<file path="config.mk">
export PLATFORM = sky130hd
export DESIGN_NAME = gclo_ctrl
export DESIGN_NICKNAME = d
export VERILOG_FILES = /design/src/gclo_pkg.sv /design/src/gclo_ctrl.sv
export SDC_FILE = /design/constraint.sdc
export NUM_CORES = 1
export LEC_CHECK = 0
export BUFFER_PORTS_ARGS = -buffer_cell sky130_fd_sc_hd__buf_2
export CORE_ASPECT_RATIO = 1.5
export CORE_UTILIZATION = 50
export DETAILED_ROUTE_END_ITERATION = 10
export GPL_ROUTABILITY_DRIVEN = 0
export PLACE_DENSITY_LB_ADDON = 0.12
export SETUP_SLACK_MARGIN = 0.3
export SLEW_MARGIN = 10
export SYNTH_ARGS = -nofsm -noshare
export SYNTH_HDL_FRONTEND = slang
export SYNTH_SLANG_ARGS = --single-unit
</file>
<file path="constraint.sdc">
create_clock -name clk -period 6.2 [get_ports clk]
set_input_delay 1.24 -clock clk [delete_from_list [all_inputs] [get_ports clk]]
set_output_delay 1.24 -clock clk [all_outputs]
set_load 0.005 [all_outputs]
</file>
<file path="src/gclo_pkg.sv">
// Shared constants and types of the 3x3 grey-level closing block.
package gclo_pkg;

    // Default size limits of the line stores and row counter
    localparam int DEF_MAX_WIDTH  = 1024;
    localparam int DEF_MAX_HEIGHT = 1024;

    // Field widths
    localparam int PIX_W     = 8;
    localparam int CFG_W     = 11;
    localparam int CFG_IDX_W = 1;

    // Identity values of the window reductions
    localparam logic [PIX_W-1:0] PIX_MIN = 8'd0;
    localparam logic [PIX_W-1:0] PIX_MAX = 8'd255;

    // Frame size after reset
    localparam int RESET_WIDTH  = 640;
    localparam int RESET_HEIGHT = 480;

    // Configuration register indexes
    typedef enum logic [CFG_IDX_W-1:0] {
        REG_FRAME_WIDTH  = 1'b0,
        REG_FRAME_HEIGHT = 1'b1
    } cfg_reg_t;

    // Which slots of a 3x3 window lie inside the frame around its center
    typedef struct packed {
        logic ok;       // center is a real pixel of the frame
        logic row_lo;   // row above the center exists
        logic row_hi;   // row below the center exists
        logic col_lo;   // column left of the center exists
        logic col_hi;   // column right of the center exists
    } win_ctl_t;

    // Side information that travels with a request down the pipeline
    typedef struct packed {
        logic     row_odd;  // row parity of the next stage's line store column
        win_ctl_t ctl;      // window mask of the next stage's reduction
        logic     last;     // final closed pixel of the frame
    } side_t;

endpackage

</file>
<file path="src/gclo_ctrl.sv">
// Frame size registers, raster position counter and window coordinates.
module gclo_ctrl
    import gclo_pkg::*;
#(
    parameter int MAX_WIDTH  = DEF_MAX_WIDTH,
    parameter int MAX_HEIGHT = DEF_MAX_HEIGHT
)
(
    input  logic                    clk,
    input  logic                    rst_n,
    input  logic                    cfg_write,
    input  logic [CFG_IDX_W-1:0]    cfg_index,
    input  logic [CFG_W-1:0]        cfg_data,
    input  logic                    adv,
    input  logic                    pixel_valid,
    input  logic                    func,
    input  logic [PIX_W-1:0]        pixel_in,
    output logic                    req_valid,
    output logic [$clog2(MAX_WIDTH)-1:0] req_col,
    output logic                    req_row_odd,
    output logic                    req_wr_en,
    output logic [PIX_W-1:0]        req_data,
    output win_ctl_t                req_ctl,
    output side_t                   req_side,
    output logic [$clog2(MAX_WIDTH)-1:0] req_side_col
);

    localparam int WW = $clog2(MAX_WIDTH + 1);
    localparam int CW = $clog2(MAX_WIDTH);
    localparam int HW = $clog2(MAX_HEIGHT + 1);
    localparam int RW = $clog2(MAX_HEIGHT + 4);
    localparam int SW = RW + 1;

    localparam logic [WW-1:0] W_RST =
        WW'((RESET_WIDTH > MAX_WIDTH) ? MAX_WIDTH : RESET_WIDTH);
    localparam logic [HW-1:0] H_RST =
        HW'((RESET_HEIGHT > MAX_HEIGHT) ? MAX_HEIGHT : RESET_HEIGHT);
    localparam logic signed [SW-1:0] S_ONE = 1;
    localparam logic signed [SW-1:0] S_TWO = 2;

    logic [WW-1:0] w_reg;
    logic [HW-1:0] h_reg;
    logic [WW-1:0] w_cfg;
    logic [HW-1:0] h_cfg;
    logic [CW-1:0] c_p_reg;
    logic [RW-1:0] r_p_reg;
    logic [CW-1:0] c_p_next;
    logic [RW-1:0] r_p_next;
    logic [CW-1:0] w_last;
    logic          w_is1;
    logic          in_pix;
    logic          pos_last;
    logic          accept;
    logic          advance;
    logic signed [SW-1:0] rp_s;
    logic signed [SW-1:0] h_s;
    logic signed [SW-1:0] r_d;
    logic signed [SW-1:0] r_e;
    logic [CW-1:0] c_d;
    logic [CW-1:0] c_e;

    // Window mask around a center at row r, column c
    function automatic win_ctl_t make_ctl(
        input logic signed [SW-1:0] r,
        input logic [CW-1:0]        c,
        input logic signed [SW-1:0] h,
        input logic [CW-1:0]        cl
    );
        win_ctl_t v;
        v.ok     = !r[SW-1] && (r < h);
        v.row_lo = (r >= S_ONE);
        v.row_hi = ((r + S_ONE) < h);
        v.col_lo = (c != '0);
        v.col_hi = (c != cl);
        return v;
    endfunction

    // Clamp written sizes into the legal range
    assign w_cfg = (cfg_data == '0) ? WW'(1) :
                   ((32'(cfg_data) > MAX_WIDTH) ? WW'(MAX_WIDTH) : WW'(cfg_data));
    assign h_cfg = (cfg_data == '0) ? HW'(1) :
                   ((32'(cfg_data) > MAX_HEIGHT) ? HW'(MAX_HEIGHT) : HW'(cfg_data));

    // Hold the frame size registers
    always_ff @(posedge clk or negedge rst_n)
    begin
        if (!rst_n)
        begin
            w_reg <= W_RST;
            h_reg <= H_RST;
        end
        else if (cfg_write)
        begin
            case (cfg_reg_t'(cfg_index))
                REG_FRAME_WIDTH:  w_reg <= w_cfg;
                REG_FRAME_HEIGHT: h_reg <= h_cfg;
                default: ;
            endcase
        end
    end

    assign w_last   = CW'(w_reg - WW'(1));
    assign w_is1    = (w_reg == WW'(1));
    assign in_pix   = (r_p_reg < RW'(h_reg));
    assign pos_last = w_is1 ? (r_p_reg == RW'(h_reg) + RW'(3))
                            : ((r_p_reg == RW'(h_reg) + RW'(2)) && (c_p_reg == CW'(1)));

    // Drop drain requests during the pixel phase; a pixel during draining acts as a drain
    assign accept  = pixel_valid && adv;
    assign advance = accept && !(func && in_pix);

    // Step the raster position, wrapping after the last drain position
    always_comb
    begin
        c_p_next = c_p_reg;
        r_p_next = r_p_reg;
        if (pos_last)
        begin
            c_p_next = '0;
            r_p_next = '0;
        end
        else if (c_p_reg == w_last)
        begin
            c_p_next = '0;
            r_p_next = r_p_reg + RW'(1);
        end
        else
        begin
            c_p_next = c_p_reg + CW'(1);
        end
    end

    always_ff @(posedge clk or negedge rst_n)
    begin
        if (!rst_n)
        begin
            c_p_reg <= '0;
            r_p_reg <= '0;
        end
        else if (cfg_write)
        begin
            c_p_reg <= '0;
            r_p_reg <= '0;
        end
        else if (advance)
        begin
            c_p_reg <= c_p_next;
            r_p_reg <= r_p_next;
        end
    end

    // Locate the dilation center (width+1 behind) and erosion center (width+1 further)
    always_comb
    begin
        rp_s = $signed(SW'(r_p_reg));
        h_s  = $signed(SW'(h_reg));
        if (c_p_reg != '0)
        begin
            r_d = rp_s - S_ONE;
            c_d = c_p_reg - CW'(1);
        end
        else
        begin
            r_d = rp_s - S_TWO;
            c_d = w_last;
        end
        if (c_d != '0)
        begin
            r_e = r_d - S_ONE;
            c_e = c_d - CW'(1);
        end
        else
        begin
            r_e = r_d - S_TWO;
            c_e = w_last;
        end
    end

    // Issue the request to the dilation stage
    assign req_valid        = advance;
    assign req_col          = c_p_reg;
    assign req_row_odd      = r_p_reg[0];
    assign req_wr_en        = in_pix;
    assign req_data         = pixel_in;
    assign req_ctl          = make_ctl(r_d, c_d, h_s, w_last);
    assign req_side.row_odd = r_d[0];
    assign req_side.ctl     = make_ctl(r_e, c_e, h_s, w_last);
    assign req_side.last    = (r_e == h_s - S_ONE) && (c_e == w_last);
    assign req_side_col     = c_d;

endmodule

</file>
# After elaboration in Yosys (flattened, before gate mapping)
# Index checks and enable logic that the tools add are counted.
[totals]
register_bits = 43
inputBits = 26
out_inout_bits = 43
wordCells = 70
[classes]
add_sub_neg = 14
magnitude_cmp = 8
n_eq_ne = 9
muxes = 15
bitwise_logic = 1
n_reduce_logical = 19
[ops]
columns = ["operator", "n"]
rows = [
  ["$mux W11", 6],
  ["$mux W10", 6],
  ["$lt A12 B12 Y1", 4],
  ["$reduce_bool A10 Y1", 3],
  ["$sub A10 B1 Y10 const B", 3],
  ["$add A12 B2 Y12 const B", 2],
  ["$ge A12 B2 Y1 const B", 2],
  ["$mux W12", 2],
  ["$sub A11 B1 Y12 const B", 2],
  ["$add A11 B2 Y11 const B", 2],
  ["$eq A11 B11 Y1", 2],
  ["$eq A10 B10 Y1", 2],
  ["$ne A10 B10 Y1", 2],
  ["$eq A12 B12 Y1", 1],
  ["$sub A11 B2 Y12 const B", 1],
  ["$sub A12 B2 Y12 const B", 1],
  ["$sub A12 B3 Y12 const B", 1],
  ["$add A11 B1 Y11 const B", 1],
  ["$eq A11 B1 Y1 const B", 1],
  ["$gt A11 B11 Y1 const B", 1],
  ["$logic_not A11 Y1", 1],
  ["$lt A11 B11 Y1", 1],
  ["$add A10 B1 Y10 const B", 1],
  ["$eq A10 B1 Y1 const B", 1],
  ["7 further kinds", 17],
]

# Logic depth before layout (Yosys ltp)
# Gate-level depths: netlist of run 1.
[depth]
depth_word = 7
ltp_mapped = 28

# Worst setup path before layout of run 1
# No wires, ideal clock.
[synth_path]
kind = "reg2out"
start = "register c_p_reg[0] (netlist: req_col[0])"
end = "output port req_side[5] in the netlist's numbering"
arrival_time_ns = 5.489
slack_ns = -0.529
path_stages_with_launch = 27
path_buffers = 5
cell_sequence = "dfrtp_1 -> clkbuf_1 -> inv_1 -> ha_1 -> or3b_1 -> clkbuf_1 -> nor3_1 -> buf_2 -> nand2_1 -> o21ai_0 -> ha_1 -> nand2_1 -> a211oi_1 -> buf_2 -> and3_1 -> buf_4 -> mux2i_2 -> ha_1 -> o21a_1 -> o21a_1 -> o21a_1 -> o21a_1 -> o21a_1 -> o21a_1 -> o21ai_0 -> a21oi_1 -> a2111oi_0"
[synth_lines]
columns = ["element", "line", "source"]
rows = [
  ["start: declaration", "gclo_ctrl.sv:45", "logic [CW-1:0] c_p_reg;"],
  ["start signal: assignment", "gclo_ctrl.sv:147", "c_p_reg <= c_p_next;"],
  ["end: declaration", "gclo_ctrl.sv:24", "output side_t req_side,"],
]

==> reports/qor.txt, run 1 <==
Die Ht = 145 um
Crit-path cells = buf_4 -> nor2_2 -> a31oi_1 -> nor4_1 -> xor2_1 -> or3_1 -> o31a_1 -> or2_1 -> nor4_4 -> nand4_1 -> xnor2_1 -> ha_1 -> a2111oi_4 -> o2bb2ai_2 -> nor2_1 -> mux2i_1 -> buf_2
Hpwl dp = 17,500 um
Primary FF master, synth = dfrtp_1
Vias post-DR = 6,902
Multi-input gate area = 0.00560 mm2
Antenna Nets Post-Route = 0
Fmax achieved = 163 MHz
Synthesis-to-finish area growth = 16.7%
Top Family by Delay on Critical Path = simple AND/OR/NAND/NOR gates
CTS Buf Count = 5
Post-synth EDFFs = 0
CTS sink count = 43
CTS tree = done
Average cell area after synthesis = 7.81 um2
CP Depth = 17
Worst-Skew Late Latency = 0.29 ns
Tmin final = 6.15 ns
Synth Cell Area = 0.00685 mm2
Root Buffer = clkbuf_16
Initial antenna violation count = 0
Synth cell count leaders = 77 x ha_1, 75 x nand2_1, 73 x xnor2_1
Gr usage total = 31.5%
Startpoint Class = flip-flop
Max H-tree Level = 2
Crit Path Class = reg -> out
Distinct cells, synth = 87
Worst R2R Start = w_reg[0]
Dominant cell type by area after synthesis = ha_1
1st-pass router iterations = 6
Post-layout net count = 1,044
Boundary Pins = 69
RSZ-0062 raised after global routing = yes
Initial cell density of the core = 51.1%
CP bufs+invs = 2
Power after layout = 2530 uW
Critical path endpoint category = output pin
Vias in the first global route = 7,062
Arrival @ worst endpoint = 4.91 ns
Worst Hold Depth = 1
Worst rel slew slack = 33.0%
Share of the synthesized area in the top cell type = 14.1%
Wire per inst = 19.9 um
Endpoints failing setup = 0
Worst VDD drop = 0.266 mV
Drt drc = 0
Initial DRC Count = 472
Status = finished, final reports clean
CP required = 4.96 ns
Most numerous cell in the Yosys netlist = ha_1
Worst r2r path cells = 13
Worst-Margin Slew = 0.996 ns
Crit path max fanout = 9
Die X = 97.6 um
Final Slew Violations = 0
Post-Synthesis Cells = 878
Clock Path Buffers = 2
Overall overflow remaining after global route = 0
Max cap viols = 0
Sequential cell area fraction in the yosys report = 15.8%
Die area = 0.0142 mm2
Total Wirelength = 22,000 um
Synth area leaders = ha_1 14%, dfrtp_1 14%, xnor2_1 9.3%
Largest net degree at the start of global routing = 44
Core area = 0.0134 mm2
Setup skew after layout = 0.00490 ns
Min-delay src = w_reg[10]
Fillcell total = 1,219
Max incr delay on CP = 0.51 ns
Final core utilization = 59.7%
Async S/R FF share, synth = 100%
P_leak = 0.00341 uW
Final Hold Violating Endpoints = 0
Seq cells post-synth = 43
Row count = 52
Synthesized net count = 981
PD cells = 317 mW/mm2
Via density = 6.25
Path type of the worst min-delay path = reg -> reg
Launch point of the critical path = req_col[4]
Fin crit share = 99.2%
# diodes = 0
Count of input and output buffers = 52
First-pass GRT wire length = 36,200 um
FF+latch area = 0.00108 mm2
Critical path's slowest cell = dfrtp_1
Synth Warn # = 0
Reg clk slew, reported paths = 0.06 ns
Share of cells above drive strength 1 = 21.9%
## final timing paths
path / slack (ns) / end
worst max-delay path: 0.05 / req_side[3]
worst min register to register: 0.53 / w_reg[10]
worst max register to register: 1.78 / r_p_reg[8]
max in group asynchronous: 4.43 / w_reg[3]
worst min-delay path: 0.53 / w_reg[10]
min in group asynchronous: 1.10 / req_col[0]
## kinds of logic (layout without fill, tap and decap cells)
logic type / Yosys count / after routing / share of synthesized area (%)
AND/OR/NAND/NOR: 339 / 339 / 27.5
AO/OA/AOI/OAI: 184 / 184 / 18.5
XOR/XNOR: 113 / 113 / 15.1
buffers and inverters: 108 / 172 / 6.66
adder cells (fa/ha/maj): 77 / 77 / 14.1
flip-flops: 43 / 43 / 15.8
multiplexers: 14 / 14 / 2.39
## through the flow
stage / cell area (um2) / setup TNS (ns) / setup slack (ns) / hold WS (ns) / instances
floorplan: 6980 / 0 / 0.232 / 0.465 / 878
global placement: 7430 / 0 / 0.168 / 0.505 / 1072
detailed placement: 7430 / 0 / 0.0537 / 0.518 / 1072
CTS: 7860 / 0 / 0.0792 / 0.535 / 1097
global route: 8000 / -0.236 / -0.186 / 0.551 / 1104
finish: 8000 / 0 / 0.0472 / 0.526 / 1104
## timing repair
action | CTS | global route
pin swaps | 16 | 11
endpoints found under the setup margin | 3 | 3
buffers inserted | 17 | 7
hold buffers | 0 | 0
gates resized for setup | 25 | 19
## power breakdown
group	total (uW)	switching [uW]	internal [uW]
Clock	306	114	192
Sequential	351	45.6	305
Combinational	1880	1040	833
Total	2530	1200	1330
## routing by layer
layer,wire (um),GRT usage (%),up-vias
li1,-,-,3282
met1,7880,33.4,3257
met2,11900,59.5,276
met3,999,3.70,87
met4,1200,16.9,0
met5,0,0,-
## cell type report
type	instances	share of cell area, %
Clock inverter	3	0.594
Multi-Input combinational cell	727	70.0
Tap cell	162	2.53
Clock buffer	5	1.56
Sequential cell	43	13.6
Inverter	50	2.41
Timing Repair Buffer	114	9.32
## cell usage in the layout, fill, tap and decap left out, types with 19 or more instances in the layout
cell type,count
a21oi_1,28
buf_2,52
buf_4,59
dfrtp_1,36
ha_1,74
inv_1,44
nand2_1,74
nand2b_1,21
nand3_1,32
nand4_1,21
nor2_1,49
nor3_1,26
o21a_1,19
o21ai_0,46
xnor2_1,71
xor2_1,34
No activity file was read; power rests on OpenSTA's default activity.
==> inputs of run 2 (changes only) <==
--- a/config.mk
+++ b/config.mk
@@ -6,11 +6,12 @@
 export NUM_CORES = 1
 export LEC_CHECK = 0
 export BUFFER_PORTS_ARGS = -buffer_cell sky130_fd_sc_hd__buf_2
+export CAP_MARGIN = 20
 export CORE_ASPECT_RATIO = 1.5
 export CORE_UTILIZATION = 50
 export DETAILED_ROUTE_END_ITERATION = 10
 export GPL_ROUTABILITY_DRIVEN = 0
-export PLACE_DENSITY_LB_ADDON = 0.12
+export PLACE_DENSITY = 0.69
 export SETUP_SLACK_MARGIN = 0.3
 export SLEW_MARGIN = 10
 export SYNTH_ARGS = -nofsm -noshare
==> run 2 against run 1 <==
  * Global-route usage shrank 1.6 points
  * Final cell count grew 0.91%
  * Final area grew 0.16%
  * Critical endpoint unchanged
  * Largest cell class unchanged
==> reports/qor.txt, run 2 (same netlist as run 1, synthesis figures left out) <==
Status = finished, final reports clean
1st-pass router iterations = 5 (-1)
Leading cell types in the layout, fill and taps excluded = 74 x nand2_1, 74 x ha_1, 71 x xnor2_1
Count of input and output buffers = 52 (unchanged)
Post-layout net count = 1,054 (+0.96%)
Critical path's slowest cell = dfrtp_1
Hpwl dp = 16,700 um (-4.4%)
Max incr delay on CP = 0.42 ns (-0.09 ns)
Reg clk slew, reported paths = 0.06 ns (about the same)
Worst-Margin Slew = 1.08 ns (+0.0881 ns)
Initial DRC Count = 419 (-11%)
Wire per inst = 19.0 um (-4.5%)
Fin crit share = 99.8% (+0.60 points)
Antenna Nets Post-Route = 0 (unchanged)
Boundary Pins = 69 (unchanged)
Total Wirelength = 21,200 um (-3.6%)
Via density = 6.12 (-2.1%)
Worst-Skew Late Latency = 0.29 ns (about the same)
Sw Pwr = 1170 uW (-2.8%)
CP required = 4.96 ns (about the same)
Die X = 97.6 um (unchanged)
PD cells = 309 mW/mm2 (-2.5%)
Vias post-DR = 6,819 (-1.2%)
Tmin final = 6.19 ns (+0.0369 ns)
Top Family by Delay on Critical Path = simple AND/OR/NAND/NOR gates
Worst VDD drop = 0.195 mV (-27%)
Gr usage total = 29.9% (-1.6 points)
Overall overflow remaining after global route = 0 (unchanged)
Path type of the worst min-delay path = reg -> reg
Max H-tree Level = 2 (unchanged)
Critical path endpoint category = output pin
Die area = 0.0142 mm2 (unchanged)
Combinational Power Share = 74.8% (+0.7 points)
Internal = 1300 uW (-1.9%)
Crit-path cells = clkinv_4 -> ha_4 -> buf_4 -> nor3b_4 -> nand3_4 -> buf_4 -> mux2i_1 -> nand2b_1 -> or3_4 -> o31a_1 -> or2_4 -> nor4_4 -> nand4_1 -> xnor2_1 -> ha_1 -> a2111oi_2 -> o2bb2ai_1 -> nor2_1 -> mux2i_1 -> buf_2
CP bufs+invs = 4 (+2)
Largest net degree at the start of global routing = 44 (unchanged)
CTS Buf Count = 5 (unchanged)
Vias in the first global route = 6,746 (-4.5%)
Synthesis-to-finish area growth = 16.9%
Share of cells above drive strength 1 = 22.2% (+0.30 points)
Crit path max fanout = 8 (-1)
Top layer in use = met4
Sw Ratio = 47.3% (-0.23 points)
Metal3 WL = 560 um (-44%)
Fin cells = 1,114 (+0.91%)
First-pass GRT wire length = 34,000 um (-6.3%)
Initial antenna violation count = 0 (unchanged)
RSZ-0062 raised after global routing = yes
Seq pwr share = 14.1% (+0.3 points)
Fmax achieved = 162 MHz (-0.60%)
Startpoint Class = flip-flop
Core area = 0.0134 mm2 (unchanged)
Root Buffer = clkbuf_16
Fillcell total = 1,281 (+5.1%)
Final Slew Violations = 0 (unchanged)
Crit Path Class = reg -> out
Final Hold Violating Endpoints = 0 (unchanged)
CTS sink count = 43 (unchanged)
Setup skew after layout = 0.00364 ns (-0.00126 ns)
Hold WS = 0.520 ns (-0.00612 ns)
Initial cell density of the core = 51.1% (unchanged)
Clock Path Buffers = 2 (unchanged)
Max cap viols = 0 (unchanged)
Worst rel slew slack = 27.1% (-5.9 points)
Hold buffers post-CTS = 0 (unchanged)
Endpoints failing setup = 0 (unchanged)
Arrival @ worst endpoint = 4.95 ns (+0.04 ns)
Drt drc = 0 (unchanged)
Clock power share = 11.1% (-1.0 points)
PnR worst setup slack = 0.0103 ns (-0.0369 ns)
Wl on met1 = 7850 um (-0.43%)
Pre-CTS setup slack = 0.204 ns (+0.150 ns)
R2r setup slk = 1.96 ns (+0.18 ns)
Row count = 52 (unchanged)
Wire length on met2 = 11,400 um (-4.4%)
CTS tree = done
Inst Count DP = 1,073 (+0.093%)
P_leak = 0.00343 uW (+0.65%)
Die Ht = 145 um (unchanged)
# diodes = 0 (unchanged)
[run 2: changes by cell type in the layout (fill, tap and decap cells not counted), sizes merged]
cell      delta
clkinvlp     +1
buf         +10
bufinv       -1
clkbuf       +1
inv          -2
clkinv       +1
[run 2: final cells by class]
class / count / area, um2 / share of cell area, %
Clock buffer: 6 / 139 / 1.73
Clock inverter: 2 / 16.3 / 0.203
Inverter: 50 / 193 / 2.41
Sequential cell: 43 / 1080 / 13.5
Timing Repair Buffer: 124 / 816 / 10.2
Tap cell: 162 / 203 / 2.53
Multi-Input combinational cell: 727 / 5560 / 69.4
[run 2: final timing paths]
path / start / end / depth (start not counted)
min in group asynchronous: rst_n / w_reg[0] / 1
setup reg to reg: w_reg[0] / r_p_reg[8] / 13
setup / recovery: req_col[0] / req_side[3] / 20
max in group asynchronous: rst_n / req_col[0] / 1
hold reg to reg: w_reg[1] / w_reg[1] / 2
hold / removal: w_reg[1] / w_reg[1] / 2
[run 2: through the flow]
stage	util (%)	TNS, ns	total power, uW	area, um2
floorplan	-	0	1570	6980
global placement	55.4	0	1990	7420
detailed placement	55.4	0	2010	7420
CTS	58.7	0	2400	7860
global route	59.8	-0.244	2680	8010
finish	59.8	0	2480	8010
[run 2: timing repair]
| item | in CTS | in global routing |
|---|---|---|
| resized for setup | 19 | 19 |
| pin swaps | 16 | 19 |
| setup buffers | 26 | 7 |
| endpoints found under the hold margin | 0 | 0 |
| endpoints found under the setup margin | 2 | 3 |
[run 2: worst register-to-register path, cell delays in order (launching register included)]
cell and delay [ns]:
dfrtp_1 0.44, inv_1 0.08, ha_1 0.23, nor3b_1 0.27, xnor2_1 0.25, buf_4 0.23
xnor2_1 0.06, or4_1 0.40, or4_1 0.56, nor4_1 0.54, nand2b_1 0.20, a21oi_1 0.27
o41ai_1 0.46, a21oi_1 0.11
[run 2: power groups by stage]
stage / Sequential, uW / Clock (uW) / Combinational [uW]
5_1_grt: 352 / 286 / 2040
3_5_place_dp: 351 / 0 / 1660
6_report: 348 / 275 / 1850
4_1_cts: 347 / 276 / 1780
3_3_place_gp: 351 / 0 / 1640
2_1_floorplan: 329 / 0 / 1250
[run 2: layer usage]
layer  GRT usage (%)  vias up
li1                -     3298
met1            31.7     3218
met2            55.4      209
met3            2.21       94
met4            20.1        0
met5               0        -
==> inputs of run 3 (changes only) <==
==> constraint.sdc (replaced) <==
create_clock -name clk -period 6.2 [get_ports clk]
set_input_delay 1.24 -clock clk [delete_from_list [all_inputs] [get_ports clk]]
set_output_delay 1.24 -clock clk [all_outputs]
set_load 0.1 [all_outputs]
==> run 3 against run 2 <==
  * Largest cell class unchanged
  * Clock-buffer cell count shrank 1
  * Via count is 0.21% lower
  * The flow now finishes with violations (negative setup slack)
  * Power rose by 16%
  * Setup slack lost 0.18 ns
  * Core utilization is 0.60 points higher
  * Final cell count is essentially flat
  * First-iteration DRC count shrank 20%
  * Global-route usage is 0.73 points lower
  * Largest power group unchanged
==> reports/qor.txt, run 3 (same netlist as run 1, synthesis figures left out) <==
Boundary Pins = 69 (unchanged)
RSZ-0062 raised after global routing = yes
CP required = 4.96 ns (about the same)
PnR worst setup slack = -0.174 ns (-0.184 ns)
Inst Count DP = 1,089 (+1.5%)
Final core utilization = 60.4% (+0.60 points)
Status = finished with violations
Setup skew after layout = 0.00618 ns (+0.00254 ns)
Critical path's slowest cell = dfrtp_4
Die area = 0.0142 mm2 (unchanged)
Vias post-DR = 6,805 (-0.21%)
Post-layout net count = 1,055 (+0.095%)
CP bufs+invs = 3 (-1)
Clock power share = 10.9% (-0.2 points)
Placed inst area = 0.00767 mm2 (+3.4%)
Worst-Skew Late Latency = 0.29 ns (about the same)
Fmax achieved = 157 MHz (-2.9%)
CTS Buf Count = 5 (unchanged)
Seq pwr share = 12.2% (-1.9 points)
PD cells = 354 mW/mm2 (+15%)
Initial DRC Count = 336 (-20%)
Max H-tree Level = 2 (unchanged)
P_leak = 0.00344 uW (+0.39%)
Internal = 1340 uW (+2.8%)
Path type of the worst min-delay path = reg -> reg
Endpoints failing setup = 2 (+2)
# diodes = 0 (unchanged)
Failing checks = negative setup slack
Sw Pwr = 1520 uW (+30%)
Count of input and output buffers = 52 (unchanged)
Vias in the first global route = 6,723 (-0.34%)
Largest net degree at the start of global routing = 44 (unchanged)
Fin crit share = 103% (+3.0 points)
1st-pass router iterations = 5 (unchanged)
Crit Path Class = reg -> out
Antenna Nets Post-Route = 0 (unchanged)
Worst rel slew slack = 34.2% (+7.1 points)
Wire per inst = 18.7 um (-1.7%)
Fin area = 0.00809 mm2 (+1.0%)
Fin cells = 1,115 (+0.090%)
Sum Neg Setup Slack = -0.266 ns (-0.266 ns)
Drt drc = 0 (unchanged)
Worst-Margin Slew = 0.987 ns (-0.0970 ns)
Root Buffer = clkbuf_16
First-pass GRT wire length = 33,300 um (-2.0%)
Leading cell types in the layout, fill and taps excluded = 74 x nand2_1, 74 x ha_1, 69 x xnor2_1, 69 x buf_4, 52 x nor2_1
Via density = 6.10 (-0.29%)
Worst VDD drop = 0.304 mV (+56%)
Gr usage total = 29.1% (-0.73 points)
Max cap viols = 0 (unchanged)
Hold buffers post-CTS = 0 (unchanged)
Total Wirelength = 20,800 um (-1.7%)
CTS tree = done
Final Slew Violations = 0 (unchanged)
Row count = 52 (unchanged)
Max incr delay on CP = 0.50 ns (+0.08 ns)
Most used cell, CP = o21a_1
Tmin final = 6.37 ns (+0.184 ns)
Core area = 0.0134 mm2 (unchanged)
Top Family by Delay on Critical Path = compound AO/OA/AOI/OAI gates
Reg clk slew, reported paths = 0.06 ns (about the same)
Hpwl dp = 16,600 um (-0.98%)
Pre-CTS setup slack = 0.0183 ns (-0.185 ns)
Critical path endpoint category = output pin
Share of cells above drive strength 1 = 22.9% (+0.71 points)
Overall overflow remaining after global route = 0 (unchanged)
Die X = 97.6 um (unchanged)
Clock Path Buffers = 2 (unchanged)
Final Hold Violating Endpoints = 0 (unchanged)
Sw Ratio = 53.2% (+5.9 points)
Die Ht = 145 um (unchanged)
Crit path max fanout = 6 (-2)
Arrival @ worst endpoint = 5.13 ns (+0.18 ns)
Combinational Power Share = 76.9% (+2.1 points)
CTS sink count = 43 (unchanged)
Startpoint Class = flip-flop
Initial antenna violation count = 0 (unchanged)
Synthesis-to-finish area growth = 18.1%
Initial cell density of the core = 51.1% (unchanged)
[run 3: cell types whose count changed in the layout (fill, tap and decap cells not counted), moves of 3 or more]
cell / before / now
dfrtp_1: 37 / 30
dfrtp_2: 0 / 5
o21ai_1: 0 / 4
buf_2: 52 / 48
buf_12: 0 / 3
mux2i_1: 6 / 3
[run 3: layout make-up]
type                            count  area (um2)
Multi-Input combinational cell    727        5550
Clock buffer                        5         125
Inverter                           50         199
Timing Repair Buffer              125         871
Tap cell                          162         203
Clock inverter                      3        47.5
Fill cell                        1259        5310
Sequential cell                    43        1100
[run 3: timing repair]
action,4_1_cts,5_1_grt
endpoints found under the setup margin,3,5
buffers inserted,9,8
endpoints found under the hold margin,0,0
resized for setup,10,13
pin swaps,8,14
[run 3: layer usage]
| layer | vias to the layer above | routed length, um | global-route usage, % |
|---|---|---|---|
| li1 | 3286 | - | - |
| met1 | 3238 | 7490 | 30.2 |
| met3 | 69 | 694 | 1.44 |
| met5 | - | 0 | 0 |
| met2 | 212 | 11600 | 57.4 |
| met4 | 0 | 1080 | 15.6 |
[run 3: path summary, 6_finish.rpt]
path | depth (start not counted) | to | from | slack (ns)
hold / removal | 1 | w_reg[10] | w_reg[10] | 0.53
setup reg to reg | 13 | r_p_reg[10] | w_reg[1] | 2.06
min in group asynchronous | 1 | w_reg[0] | rst_n | 1.11
hold reg to reg | 1 | w_reg[10] | w_reg[10] | 0.53
max in group asynchronous | 1 | req_col[1] | rst_n | 4.37
setup / recovery | 25 | req_side[3] | req_col[0] | -0.17
[run 3: worst register-to-register path: stages (launching register included)]
cell and delay (ns):
dfrtp_1 0.40, inv_1 0.08, ha_1 0.24, nor3b_1 0.25, xnor2_1 0.22, buf_4 0.23, xnor2_1 0.07, or4_1 0.38
or4_1 0.53, nor4_1 0.56, nand2b_1 0.20, a21oi_1 0.27, o41ai_1 0.46, a21oi_1 0.11
[run 3: power by group through the flow]
stage	Clock [uW]	Combinational [uW]	Sequential, uW
floorplan	0	1630	358
detailed placement	0	2080	352
global placement	0	2060	352
finish	312	2200	348
CTS	316	2150	347
global route	323	2390	353
[run 3: through the flow]
stage	hold WS [ns]	total power, uW
after global placement	0.508	2420
after CTS	0.527	2810
after global routing	0.553	3070
after floorplan	0.465	1990
final	0.526	2860
after detailed placement	0.513	2430
